===== config.mk =====
export PLATFORM = sky130hd
export DESIGN_NAME = ordered_unique_id_list_unit_flat
export DESIGN_NICKNAME = d
export VERILOG_FILES = /design/src/design/oul_pkg.sv /design/src/design/oul_if.sv /design/src/design/oul_cell.sv /design/src/design/ordered_unique_id_list_unit.sv /design/src/flat_wrapper.sv
export SDC_FILE = /design/constraint.sdc
export NUM_CORES = 1
export LEC_CHECK = 0
export BUFFER_PORTS_ARGS = -buffer_cell sky130_fd_sc_hd__buf_2
export CAP_MARGIN = 40
export CORE_MARGIN = 4
export CORE_UTILIZATION = 39
export DETAILED_ROUTE_END_ITERATION = 16
export SETUP_SLACK_MARGIN = 0.1
export SYNTH_ARGS = -nofsm -noshare
export SYNTH_HDL_FRONTEND = slang
export SYNTH_SLANG_ARGS = --single-unit

===== constraint.sdc =====
create_clock -name i_clk -period 5.45 [get_ports i_clk]
set_clock_uncertainty 0.05 [all_clocks]
set_input_delay 0.2725 -clock i_clk [delete_from_list [all_inputs] [get_ports i_clk]]
set_output_delay 0.2725 -clock i_clk [all_outputs]
set_load 0.005 [all_outputs]

===== src/design/oul_pkg.sv =====
// package: shared types and constants for the ordered unique id list
`timescale 1ns / 1ps
package oul_pkg;

    // fixed payload widths
    localparam int unsigned ID_PORT_W  = 16;
    localparam int unsigned STATUS_W   = 3;
    localparam int unsigned COUNT_PORT_W = 6;

    // request opcodes
    localparam logic OP_APPEND = 1'b0;
    localparam logic OP_REMOVE = 1'b1;

    // response status codes
    typedef enum logic [STATUS_W-1:0] {
        STS_ADDED     = 3'd0,
        STS_DUPLICATE = 3'd1,
        STS_REMOVED   = 3'd2,
        STS_NOTFOUND  = 3'd3,
        STS_EMPTY     = 3'd4,
        STS_FULL      = 3'd5
    } t_status;

    // controller states
    typedef enum logic {
        ST_IDLE,
        ST_EXEC
    } t_state;

    // commit strobes from the controller to every cell
    typedef struct packed {
        logic shift;   // remove committed: cells at or past the hit take the neighbor
        logic append;  // append committed: the cell at the tail slot loads the key
    } t_cell_ctl;

endpackage


===== src/design/oul_if.sv =====
// interfaces: request and response channels
`timescale 1ns / 1ps
interface oul_req_if;
    logic                            valid;
    logic                            ready;
    logic                            opcode;
    logic [oul_pkg::ID_PORT_W-1:0]   item_id;

    modport source (output valid, output opcode, output item_id, input ready);
    modport sink   (input valid, input opcode, input item_id, output ready);
endinterface

interface oul_rsp_if;
    logic                              valid;
    logic                              ready;
    logic [oul_pkg::STATUS_W-1:0]      status;
    logic [oul_pkg::COUNT_PORT_W-1:0]  entry_count;

    modport source (output valid, output status, output entry_count, input ready);
    modport sink   (input valid, input status, input entry_count, output ready);
endinterface


===== src/design/oul_cell.sv =====
// cell: one list entry with its compare and shift-from-neighbor logic
`timescale 1ns / 1ps
module oul_cell #(
    parameter int unsigned ID_WIDTH = 16
) (
    input  logic                  i_clk,
    input  oul_pkg::t_cell_ctl    i_ctl,
    input  logic [ID_WIDTH-1:0]   i_key,
    input  logic                  i_valid,
    input  logic                  i_slot,
    input  logic                  i_hit,
    input  logic [ID_WIDTH-1:0]   i_next_id,
    output logic                  o_hit,
    output logic                  o_match,
    output logic [ID_WIDTH-1:0]   o_id
);
    import oul_pkg::*;

    logic [ID_WIDTH-1:0] r_id;
    logic [ID_WIDTH-1:0] n_id;

    // compare against the key, only for held entries
    assign o_match = i_valid && (r_id == i_key);
    // hit ripples toward the tail: set at and past the matching cell
    assign o_hit   = i_hit || o_match;
    assign o_id    = r_id;

    // close the gap or take the appended key
    always_comb begin
        n_id = r_id;
        if (i_ctl.shift && o_hit) begin
            n_id = i_next_id;
        end else if (i_ctl.append && i_slot) begin
            n_id = i_key;
        end
    end

    always_ff @(posedge i_clk) begin
        r_id <= n_id;
    end

endmodule


===== src/design/ordered_unique_id_list_unit.sv =====
// top level: ordered list of unique ids built as a row of entry cells
//
//  channel | dir | modport | payload
//  i_req   | in  | sink    | opcode (1), item_id (16)
//  o_rsp   | out | source  | status (3), entry_count (6)
//
// a request is taken in one cycle and evaluated in the next, when all cells
// compare in parallel and commit the shift or append; no request is taken then.
// the response sits in an output register; a new request is taken once the
// previous response has left or is leaving. synchronous active-low reset
// clears the entry count and control; entry contents are not reset.
`timescale 1ns / 1ps
module ordered_unique_id_list_unit #(
    parameter int unsigned CAPACITY = 32,
    parameter int unsigned ID_WIDTH = 16
) (
    input  logic   i_clk,
    input  logic   i_rst_n,
    oul_req_if.sink   i_req,
    oul_rsp_if.source o_rsp
);
    import oul_pkg::*;

    localparam int unsigned CNT_W = $clog2(CAPACITY + 1);

    t_state                r_state;
    t_state                n_state;
    logic                  r_op;
    logic [ID_WIDTH-1:0]   r_key;
    logic [CNT_W-1:0]      r_count;
    logic [CNT_W-1:0]      n_count;
    logic                  r_out_valid;
    logic                  n_out_valid;
    t_status               r_status;
    t_status               n_status;
    logic [COUNT_PORT_W-1:0] r_out_count;
    logic [COUNT_PORT_W-1:0] n_out_count;

    t_cell_ctl             w_ctl;
    logic [CAPACITY-1:0]   w_hit;
    logic [CAPACITY-1:0]   w_match;
    logic [ID_WIDTH-1:0]   w_id [CAPACITY];
    logic [ID_WIDTH+ID_PORT_W-1:0] w_id_ext;
    logic [CNT_W+COUNT_PORT_W-1:0] w_cnt_ext;
    logic                  w_accept;
    logic                  w_found;
    logic                  w_full;
    logic                  w_empty;

    // handshake on the request side
    assign i_req.ready = (r_state == ST_IDLE) && (!r_out_valid || o_rsp.ready);
    assign w_accept    = i_req.valid && i_req.ready;

    // key keeps the low ID_WIDTH bits of the id
    assign w_id_ext = {{ID_WIDTH{1'b0}}, i_req.item_id};

    // request capture
    always_ff @(posedge i_clk) begin
        if (w_accept) begin
            r_op  <= i_req.opcode;
            r_key <= w_id_ext[ID_WIDTH-1:0];
        end
    end

    // row of entry cells
    genvar k;
    generate
        for (k = 0; k < CAPACITY; k++) begin : g_cell
            logic w_hit_in;
            logic [ID_WIDTH-1:0] w_next;
            if (k == 0) begin : g_head
                assign w_hit_in = 1'b0;
            end else begin : g_body
                assign w_hit_in = w_hit[k-1];
            end
            if (k == CAPACITY - 1) begin : g_tail
                assign w_next = '0;
            end else begin : g_mid
                assign w_next = w_id[k+1];
            end
            oul_cell #(
                .ID_WIDTH (ID_WIDTH)
            ) u_cell (
                .i_clk     (i_clk),
                .i_ctl     (w_ctl),
                .i_key     (r_key),
                .i_valid   (r_count > CNT_W'(k)),
                .i_slot    (r_count == CNT_W'(k)),
                .i_hit     (w_hit_in),
                .i_next_id (w_next),
                .o_hit     (w_hit[k]),
                .o_match   (w_match[k]),
                .o_id      (w_id[k])
            );
        end
    endgenerate

    assign w_found = w_hit[CAPACITY-1];
    assign w_full  = (r_count == CNT_W'(CAPACITY));
    assign w_empty = (r_count == '0);

    // controller: next state, commit strobes and response
    always_comb begin
        n_state     = r_state;
        n_count     = r_count;
        n_out_valid = r_out_valid && !o_rsp.ready;
        n_status    = r_status;
        n_out_count = r_out_count;
        w_ctl       = '0;
        w_cnt_ext   = '0;
        unique case (r_state)
            ST_IDLE: begin
                if (w_accept) begin
                    n_state = ST_EXEC;
                end
            end
            ST_EXEC: begin
                n_state     = ST_IDLE;
                n_out_valid = 1'b1;
                if (r_op == OP_REMOVE) begin
                    if (w_empty) begin
                        n_status = STS_EMPTY;
                    end else if (!w_found) begin
                        n_status = STS_NOTFOUND;
                    end else begin
                        n_status    = STS_REMOVED;
                        n_count     = r_count - CNT_W'(1);
                        w_ctl.shift = 1'b1;
                    end
                end else begin
                    if (w_found) begin
                        n_status = STS_DUPLICATE;
                    end else if (w_full) begin
                        n_status = STS_FULL;
                    end else begin
                        n_status     = STS_ADDED;
                        n_count      = r_count + CNT_W'(1);
                        w_ctl.append = 1'b1;
                    end
                end
                w_cnt_ext   = {{COUNT_PORT_W{1'b0}}, n_count};
                n_out_count = w_cnt_ext[COUNT_PORT_W-1:0];
            end
            default: begin
                n_state = ST_IDLE;
            end
        endcase
    end

    // control registers
    always_ff @(posedge i_clk) begin
        if (!i_rst_n) begin
            r_state     <= ST_IDLE;
            r_count     <= '0;
            r_out_valid <= 1'b0;
        end else begin
            r_state     <= n_state;
            r_count     <= n_count;
            r_out_valid <= n_out_valid;
        end
    end

    // response payload register
    always_ff @(posedge i_clk) begin
        r_status    <= n_status;
        r_out_count <= n_out_count;
    end

    assign o_rsp.valid       = r_out_valid;
    assign o_rsp.status      = r_status;
    assign o_rsp.entry_count = r_out_count;

    // ids are unique, so at most one held entry matches
    a_one_match: assert property (@(posedge i_clk) disable iff (!i_rst_n)
        (r_state == ST_EXEC) |-> $onehot0(w_match))
        else $error("more than one entry matches the key");

    // count never passes capacity
    a_count_cap: assert property (@(posedge i_clk) disable iff (!i_rst_n)
        r_count <= CNT_W'(CAPACITY))
        else $error("entry count exceeds capacity");

    // response register is free when a request is evaluated
    a_out_free: assert property (@(posedge i_clk) disable iff (!i_rst_n)
        (r_state == ST_EXEC) |-> (!r_out_valid || o_rsp.ready))
        else $error("response register overwritten");

    // count moves only on an evaluation cycle
    a_count_hold: assert property (@(posedge i_clk) disable iff (!i_rst_n)
        (r_state == ST_IDLE) |=> $stable(r_count))
        else $error("entry count changed while idle");

endmodule


===== src/flat_wrapper.sv =====
// flat-port wrapper written by rule: the top's interface ports become plain ports
module ordered_unique_id_list_unit_flat import oul_pkg::*;
#(
    parameter int unsigned CAPACITY = 32,
    parameter int unsigned ID_WIDTH = 16
)
  (i_clk, i_rst_n, i_req_valid, i_req_opcode, i_req_item_id, i_req_ready, o_rsp_valid, o_rsp_status, o_rsp_entry_count, o_rsp_ready);
  oul_req_if i_req_i ();
  oul_rsp_if o_rsp_i ();
  input  logic i_clk;
  input  logic i_rst_n;
  input wire logic [$bits(i_req_i.valid)-1:0] i_req_valid;
  input wire logic [$bits(i_req_i.opcode)-1:0] i_req_opcode;
  input wire logic [$bits(i_req_i.item_id)-1:0] i_req_item_id;
  output wire logic [$bits(i_req_i.ready)-1:0] i_req_ready;
  output wire logic [$bits(o_rsp_i.valid)-1:0] o_rsp_valid;
  output wire logic [$bits(o_rsp_i.status)-1:0] o_rsp_status;
  output wire logic [$bits(o_rsp_i.entry_count)-1:0] o_rsp_entry_count;
  input wire logic [$bits(o_rsp_i.ready)-1:0] o_rsp_ready;
  assign i_req_i.valid = i_req_valid;
  assign i_req_i.opcode = i_req_opcode;
  assign i_req_i.item_id = i_req_item_id;
  assign i_req_ready = i_req_i.ready;
  assign o_rsp_valid = o_rsp_i.valid;
  assign o_rsp_status = o_rsp_i.status;
  assign o_rsp_entry_count = o_rsp_i.entry_count;
  assign o_rsp_i.ready = o_rsp_ready;
  ordered_unique_id_list_unit #(.CAPACITY(CAPACITY), .ID_WIDTH(ID_WIDTH)) u_core (.i_clk(i_clk), .i_rst_n(i_rst_n), .i_req(i_req_i), .o_rsp(o_rsp_i));
endmodule

==> results of run 1 <==
registers in the layout, indices dropped and copies added, names as in the netlist:
signal                     flops
u_core.g_cell.u_cell.o_id    512
u_core.r_key                  16
u_core.o_rsp.entry_count       6
u_core.r_count                 6
u_core.o_rsp.status            3
u_core.o_rsp.valid             1
u_core.r_op                    1
u_core.r_state                 1
what timing repair did:
action | 4_1_cts | 5_1_grt
hold endpoints to repair | 20 | 0
hold buffers | 21 | 0
endpoints found under the setup margin | 0 | 41
gates resized for setup | 0 | 2
power breakdown:
part	internal (mW)	leakage [nW]	switching, mW
combinational	0.355	5.20	0.431
clock	2.60	1.00	1.70
sequential	4.63	4.90	0.0409
total	7.59	11.1	2.17
final cells by class:
cell class	instances	area (sq um)
fill	6799	42200
sequential	546	16200
multi-input combinational	1493	13000
clock buffer	71	1560
timing repair buffer	170	1460
tap	1030	1290
clock inverter	40	497
inverter	13	48.8
path summary, 6_finish.rpt:
kind	from	depth (start not counted)	end	slack [ns]
hold / removal	i_req_item_id[11]	2	u_core.r_key[11]	0.31
setup reg to reg	u_core.r_key[15]	12	u_core.g_cell[13].u_cell.o_id[14]	0.42
hold reg to reg	u_core.g_cell[31].u_cell.o_id[11]	2	u_core.g_cell[31].u_cell.o_id[11]	0.50
setup / recovery	u_core.r_key[15]	12	u_core.g_cell[13].u_cell.o_id[14]	0.42
logic make-up after synthesis:
kind of cell | after synthesis | share of synthesized area
AO/OA/AOI/OAI | 114 | 0.0254
XOR/XNOR | 516 | 0.150
adder cells (fa/ha/maj) | 3 | 0.00125
buffers and inverters | 185 | 0.0312
flip-flops | 546 | 0.537
multiplexers | 519 | 0.193
AND/OR/NAND/NOR | 341 | 0.0622
cells in the mapped netlist, drive strengths merged, types with 24 or more instances:
library cell	number	area (sq um)
edfxtp	522	15700
xor2	298	2610
clkbuf	69	259
mux2	496	5590
nor4	74	469
nand3	29	145
nor2	63	246
nand2	46	175
o21ai	27	150
dfxtp	24	480
xnor2	218	1910
a21oi	25	125
buf	103	631
nor3	26	146
nand4	57	357
routing by layer:
metal | up-vias | part of all wire | GRT usage
met2 | 425 | 0.48 | 0.307
met1 | 9228 | 0.46 | 0.256
met4 | 0 | 0.019 | 0.0426
met3 | 101 | 0.043 | 0.0227
li1 | 8336 | - | -
met5 | - | 0 | 0
stage by stage:
| step | hold slack (ns) | cells | setup slack (ns) |
|---|---|---|---|
| 2_1_floorplan | 0.321 | 2224 | 0.711 |
| 3_3_place_gp | 0.399 | 3228 | 0.106 |
| 3_5_place_dp | 0.401 | 3231 | 0.242 |
| 4_1_cts | 0.284 | 3363 | 0.225 |
| 5_1_grt | 0.305 | 3363 | 0.204 |
| 6_report | 0.314 | 3363 | 0.422 |
==> reports/qor.csv, run 1 <==
metric,value,unit
status,finished clean,
area_delta_synth_final,13.1,%
max_freq,199,MHz
drc,0,
ios,32,
path_cells,buf_4 > xor2_1 > nor4_1 > o21ai_0 > o22ai_2 > nor4b_4 > nand4_1 > and2_1 > buf_4 > o21ai_2 > o21ai_1 > buf_4,
vdd_ir_drop_max,231,uV
fin_crit,5.03,ns
seq_area_frac_synth,0.537,
antenna_cells,0,
cts_setup_buffers,0,
clkTransAtPathRegs,0.06,ns
post-route-period-util,0.923,
post-route-util,0.447,
dr.pass1.iters,5,
gp_congestion,0.868,
die_h,286,microns
hp-class,input port to register,
clk_latency,0.62,ns
worstPathRequired,5.70,ns
power,9.75,mW
grt_pass1_vias,19000,
cts_root_buf,clkbuf_16,
vias,18100,
setup_viol,0,
drtAntennaViolNets,0,
final_cell_mix,"edfxtp_1 (522), mux2_2 (458), xor2_1 (298), xnor2_1 (218), buf_4 (99)",
maxCapViolations,0,
totalWireLength,76300,microns
avgViaCountPerCell,5.38,
slew_violations,0,
async_flop_share,0,
p_leak,11.1,nW
yosysUniqueCellTypes,64,
startpoint_type,register,
maxSlewHeadroom,0.431,
ys.flop_type,edfxtp_1,
start_util,0.395,
clkSinkCount,546,
tns,0,ns
cellPowerDensity,287,mW/mm^2
cpPeakStageDelay,0.67,ns
die_w,286,microns
worst_path_max_delay_cell,edfxtp_1,
layout-drive-gt1-share,0.308,
worstPathArrival,5.28,ns
critical-path-top-delay-family,simple AND/OR/NAND/NOR gates,
crit_fanout,27,
drt_iter0_markers,1154,
synth-seq-cells,546,
layout_commonest_cell,edfxtp_1,
synth_cells,2224,
crit_buf_inv,3,
antenna_found_initial,0,
overflow,0,
dieArea,0.0817,sq mm
place_area,0.0318,sq mm
synth_edf_count,522,
fin_nets,2308,
cts_buffer_depth,3,
core,0.0762,sq mm
grt_max_degree,65,
yosysWarningCount,0,
rsz0062_at_grt,no,
cts_tree,done,
worstMarginPinSlew,0.853,ns
wire_per_inst,22.7,microns
cts_htree_levels,2,
hold_viol_final,0,
port_buffers,31,
crit_top_cell,buf_4,
dp_hpwl,52000,microns
critPathKind,register to register,
synth_area,0.0301,sq mm
crit_path_end_kind,register,
track_usage,0.183,
finalInstanceArea,0.0340,sq mm
synth.avg_cell_area,13.5,sq um
cts_buffers,60,
grt_pass1_wl,118000,microns
syn-num-nets,2248,
rows,101,
Note: power is estimated with default switching activity, not from simulation.
==> run 2, diff against run 1 <==
--- a/config.mk
+++ b/config.mk
@@ -8,8 +8,9 @@
 export BUFFER_PORTS_ARGS = -buffer_cell sky130_fd_sc_hd__buf_2
 export CAP_MARGIN = 40
 export CORE_MARGIN = 4
-export CORE_UTILIZATION = 39
+export CORE_UTILIZATION = 55
 export DETAILED_ROUTE_END_ITERATION = 16
+export PLACE_DENSITY = 0.71
 export SETUP_SLACK_MARGIN = 0.1
 export SYNTH_ARGS = -nofsm -noshare
 export SYNTH_HDL_FRONTEND = slang
==> run 2 against run 1 <==
Sequential share of layout area up 0.60 points. Global-route usage grew 6.7 points. Design area down 1.2%. First-iteration DRC count grew 31%. Die area shrank 28%. Sequential power hardly changed. Via count hardly changed. Register-to-register slack worse by 0.03 ns. Flip-flop and latch count did not move. Clock power decreased by 9.8%. Critical path depth is 1 higher. Critical endpoint is now u_core.g_cell[28].u_cell.o_id[12]. Largest cell class unchanged. Highest routed layer unchanged.
==> reports/qor.csv, run 2 (same netlist as run 1, synthesis figures left out) <==
metric,value,unit
clk_latency,0.61,ns
hold_path_end,u_core.r_key[11],
cts_buffer_depth,3,
path_cells,inv_1 > ha_1 > or3b_1 > a21oi_1 > or4_1 > o22ai_1 > or4_1 > inv_1 > nand4_1 > nor3_2 > nand2_1 > o21bai_1 > buf_4,
layout-drive-gt1-share,0.306,
antenna_cells,0,
vdd_ir_drop_max,295,uV
crit_path_end_kind,register,
cts_buffers,57,
layout_commonest_cell,edfxtp_1,
dieArea,0.0585,sq mm
hp-start,i_req_item_id[11],
clkTransAtPathRegs,0.06,ns
totalWireLength,74600,microns
cts_tree,done,
max_freq,198,MHz
maxCapViolations,0,
start_util,0.557,
cellPowerDensity,278,mW/mm^2
crit_fanout,16,
r2r-start,u_core.r_count[0],
overflow,0,
maxSlewHeadroom,0.397,
vias,18100,
avgViaCountPerCell,5.97,
cts_htree_levels,2,
die_h,242,microns
port_buffers,31,
rows,85,
cts_setup_buffers,0,
hold_viol_final,0,
cpPeakStageDelay,0.54,ns
fillers,4061,
fin_crit,5.05,ns
worstPathRequired,5.70,ns
antenna_found_initial,1,
crit_start,u_core.r_count[0],
critPathKind,register to register,
ios,32,
cts_root_buf,clkbuf_16,
largest_register_ffs,512,
die_w,242,microns
tns,0,ns
dp_hpwl,51400,microns
grt_pass1_vias,19000,
post-route-period-util,0.927,
grt_pass1_wl,115000,microns
area_delta_synth_final,11.7,%
drc,0,
clkSinkCount,546,
reg2reg_depth,13,
hp-class,input port to register,
wire_per_inst,24.6,microns
final_cell_mix,"edfxtp_1 (522), mux2_2 (458), xor2_1 (298), xnor2_1 (218), buf_4 (96)",
drt_iter0_markers,1515,
gp_congestion,0.921,
drtAntennaViolNets,0,
whs_path_depth,2,
dr.pass1.iters,6,
timing.rr.end,u_core.g_cell[28].u_cell.o_id[12],
rsz0062_at_grt,yes,
worst_path_max_delay_cell,nor3_2,
post-route-util,0.622,
status,finished clean,
p_leak,11.1,nW
slew_violations,0,
core,0.0540,sq mm
track_usage,0.251,
grt_max_degree,65,
startpoint_type,register,
setup_viol,0,
worstMarginPinSlew,0.905,ns
fin_nets,2313,
ff2ff_setup_slack,0.40,ns
worstPathArrival,5.30,ns
## run 2: cell types whose count changed in the layout (fill, tap and decap cells not counted), moves of 2 or more
cell,previous run,this run
buf_12,16,27
buf_4,99,96
bufinv_16,12,6
clkbuf_16,61,59
clkinv_1,13,22
clkinv_2,12,7
## run 2: worst max path at each step
stage / end / slack (ns) / depth (start not counted)
floorplan: u_core.g_cell[18].u_cell.o_id[0] / 0.71 / 14
global placement: u_core.g_cell[2].u_cell.o_id[12] / 0.52 / 13
detailed placement: u_core.g_cell[2].u_cell.o_id[12] / 0.27 / 13
CTS: u_core.g_cell[2].u_cell.o_id[4] / 0.27 / 13
global route: u_core.g_cell[28].u_cell.o_id[5] / 0.09 / 13
finish: u_core.g_cell[28].u_cell.o_id[12] / 0.40 / 13
## run 2: metrics by stage
step                      worst slack (ns)  hold slack (ns)  total power, mW  area (sq um)  cells
after detailed placement             0.275            0.403             5.54         31500   2905
final                                0.396            0.336             9.35         33600   3034
after global routing                0.0875            0.329             9.67         33600   3034
after global placement               0.524            0.399             5.53         31500   2902
after floorplan                      0.711            0.321             5.29         30100   2224
after CTS                            0.269            0.294             9.43         33600   3034
## run 2: report_power, final
group	switching [mW]	internal, mW
logic	0.415	0.376
registers	0.0572	4.63
clock network	1.63	2.25
total	2.10	7.25
## run 2: critical path, delay by kind of cell (launching register included)
kind                     cells  cell delay, ns
adder cells (fa/ha/maj)      1            0.51
buffers and inverters        3            0.60
AND/OR/NAND/NOR              6            2.49
flip-flops                   1            0.38
AO/OA/AOI/OAI                3            0.70
## run 2: final cells by class
class,instances,area [sq um],area share
clock inverters,39,334,0.00994
repair buffers,178,1670,0.0498
flip-flops and latches,546,16200,0.481
multi-input cells,1493,13000,0.387
clock buffers,69,1510,0.0450
well taps,696,871,0.0259
inverters,13,48.8,0.00145
## run 2: metal layers
layer | up-vias | GRT usage | wire length, microns
li1 | 8352 | - | -
met5 | - | 0 | 0
met1 | 9129 | 0.338 | 32600
met4 | 0 | 0.0782 | 2310
met3 | 138 | 0.0307 | 3160
met2 | 487 | 0.427 | 36500
## run 2: what timing repair did
| item | CTS | global route |
|---|---|---|
| gates resized for setup | 0 | 2 |
| hold buffers | 21 | 0 |
| hold endpoints to repair | 21 | 0 |
| setup endpoints to repair | 0 | 179 |
==> run 3, diff against run 2 <==
--- a/config.mk
+++ b/config.mk
@@ -5,10 +5,13 @@
 export SDC_FILE = /design/constraint.sdc
 export NUM_CORES = 1
 export LEC_CHECK = 0
+export ABC_AREA = 1
 export BUFFER_PORTS_ARGS = -buffer_cell sky130_fd_sc_hd__buf_2
 export CAP_MARGIN = 40
+export CORE_ASPECT_RATIO = 1.25
 export CORE_MARGIN = 4
 export CORE_UTILIZATION = 55
+export CTS_CLUSTER_DIAMETER = 60
 export DETAILED_ROUTE_END_ITERATION = 16
 export PLACE_DENSITY = 0.71
 export SETUP_SLACK_MARGIN = 0.1
==> run 3 against run 2 <==
Count of clock-buffer cells in the layout rose by 3. Critical path depth up 13. Routed wire length increased by 31%. Largest power group unchanged. Global-route usage is 5.4 points higher. Synthesized cell count up 62%. Largest cell class unchanged. First-iteration DRC count increased by 99%. Sequential power is 0.9% lower.
==> reports/qor.csv, run 3 <==
metric,value,unit
totalWireLength,98100,microns
gp_congestion,0.969,
drc,0,
hp-class,input port to register,
overflow,0,
synth_largest_area_cell,edfxtp_1,
post-route-period-util,0.956,
seq_area_frac_synth,0.507,
area_delta_synth_final,10.7,%
setup_viol,0,
power,9.29,mW
drtAntennaViolNets,0,
synth_area,0.0319,sq mm
largest_register_ffs,512,
core,0.0573,sq mm
dieArea,0.0619,sq mm
worstPathArrival,5.45,ns
die_w,223,microns
synth-seq-cells,546,
worstMarginPinSlew,0.746,ns
crit_top_cell,nand4_4,
status,finished clean,
clk_latency,0.62,ns
clkSinkCount,546,
avgViaCountPerCell,5.89,
fin_ws,0.239,ns
grt_pass1_wl,146000,microns
fin_crit,5.21,ns
slew_violations,0,
ios,32,
fin_nets,3687,
yosysWarningCount,0,
netlist_top_cells_area,"edfxtp_1 (49%), nand2_1 (12%), nand3_1 (7.0%), xnor2_1 (6.8%), xor2_1 (3.8%)",
port_buffers,31,
yosysUniqueCellTypes,43,
dr.pass1.iters,8,
startpoint_type,register,
start_util,0.557,
p_leak,14.2,nW
maxSlewHeadroom,0.501,
maxCapViolations,0,
worstPathRequired,5.69,ns
grt_max_degree,259,
cts_tree,done,
grt_pass1_vias,25000,
synth_top_area_share,0.492,
layout_commonest_cell,nand2_1,
drt_iter0_markers,3020,
fillers,4830,
syn-num-nets,3632,
crit_path_end_kind,register,
antenna_found_initial,2,
rows,98,
worst_path_max_delay_cell,nor2_4,
cts_buffers,55,
cts_htree_levels,2,
rsz0062_at_grt,yes,
cts_root_buf,clkbuf_16,
dp_hpwl,65600,microns
synth_cells,3608,
critPathKind,register to register,
track_usage,0.304,
ys.flop_type,edfxtp_1,
max_freq,192,MHz
final_cell_mix,"nand2_1 (1053), edfxtp_1 (522), nand3_1 (445), xnor2_1 (246), inv_1 (197)",
dp_cells,4321,
synth.avg_cell_area,8.83,sq um
vdd_ir_drop_max,236,uV
cts_buffer_depth,3,
crit_fanout,43,
layout-drive-gt1-share,0.106,
critical-path-top-delay-family,simple AND/OR/NAND/NOR gates,
clkTransAtPathRegs,0.06,ns
die_h,277,microns
vias,26200,
hold_viol_final,0,
wire_per_inst,22.0,microns
synth_edf_count,522,
stdcell_count,4453,
netlist_top_cells_count,"nand2_1 (1057), edfxtp_1 (522), nand3_1 (445), xnor2_1 (246), inv_1 (198)",
crit_buf_inv,6,
async_flop_share,0,
cpPeakStageDelay,0.62,ns
tns,0,ns
post-route-util,0.616,
preCtsSetupSlack,0.0754,ns
yosysMostFrequentCell,nand2_1,
cellPowerDensity,263,mW/mm^2
## run 3: routing by layer
metal | GRT usage | wire length [microns]
met1 | 0.365 | 35500
met2 | 0.521 | 47700
met3 | 0.0535 | 8610
met4 | 0.163 | 6270
met5 | 0 | 0
## run 3: final cells by class
type	count	area, sq um	area share
multi-input combinational	2592	13500	0.382
timing repair inverter	3	22.5	0.000639
antenna	1	2.50	0.0000709
timing repair buffer	243	2120	0.0600
tap	750	938	0.0266
clock inverter	24	179	0.00507
clock buffer	72	1520	0.0432
sequential	546	16200	0.458
inverter	222	847	0.0240
## run 3: cell families after synthesis
kind of cell / count (synthesis) / synth area share
flip-flops: 546 / 0.507
buffers and inverters: 470 / 0.0715
XOR/XNOR: 385 / 0.106
AO/OA/AOI/OAI: 285 / 0.0452
adder cells (fa/ha/maj): 3 / 0.00118
AND/OR/NAND/NOR: 1919 / 0.269
## run 3: repair_timing
| item | CTS | global route |
|---|---|---|
| buffers inserted | 0 | 9 |
| hold endpoints to repair | 19 | 0 |
| hold buffers | 22 | 0 |
| endpoints found under the setup margin | 12 | 406 |
| pin swaps | 0 | 2 |
| gates cloned | 0 | 4 |
| gates resized for setup | 1 | 17 |
## run 3: final timing paths
check / start / endpoint / slack (ns) / cells past startpoint
setup / recovery: u_core.r_key[11] / u_core.g_cell[8].u_cell.o_id[6] / 0.24 / 26
hold / removal: i_rst_n / u_core.r_count[4] / 0.1 / 5
setup reg to reg: u_core.r_key[11] / u_core.g_cell[8].u_cell.o_id[6] / 0.24 / 26
hold reg to reg: u_core.g_cell[31].u_cell.o_id[8] / u_core.g_cell[31].u_cell.o_id[8] / 0.49 / 4
## run 3: power breakdown
group	internal (mW)	switching (mW)
Sequential	4.63	0.0238
Combinational	0.326	0.620
Clock	2.08	1.61
Total	7.04	2.25
## run 3: per-stage QoR
stage	cell area [sq um]	hold WS [ns]
floorplan	31900	0.321
detailed placement	33100	0.401
CTS	35100	0.0669
finish	35300	0.0966
global placement	33100	0.398
global route	35300	0.124
## run 3: worst reg2reg max path, cell delays in order, from the launching register on
cell	delay, ns
edfxtp_1	0.41
buf_4	0.23
buf_12	0.35
xnor2_1	0.18
nand3_1	0.08
nor4_1	0.53
nand4_1	0.28
inv_1	0.13
nor2_2	0.06
nand4_4	0.07
nor2_2	0.06
nand4_4	0.07
nor2_4	0.05
nand4_4	0.06
nor2_2	0.06
nand4_4	0.07
nor2_4	0.06
nand4_4	0.11
nor2_2	0.06
nand4_2	0.09
buf_4	0.21
nand3_1	0.13
nor2_4	0.62
buf_4	0.30
nand2_4	0.15
nand2_1	0.11
buf_4	0.26
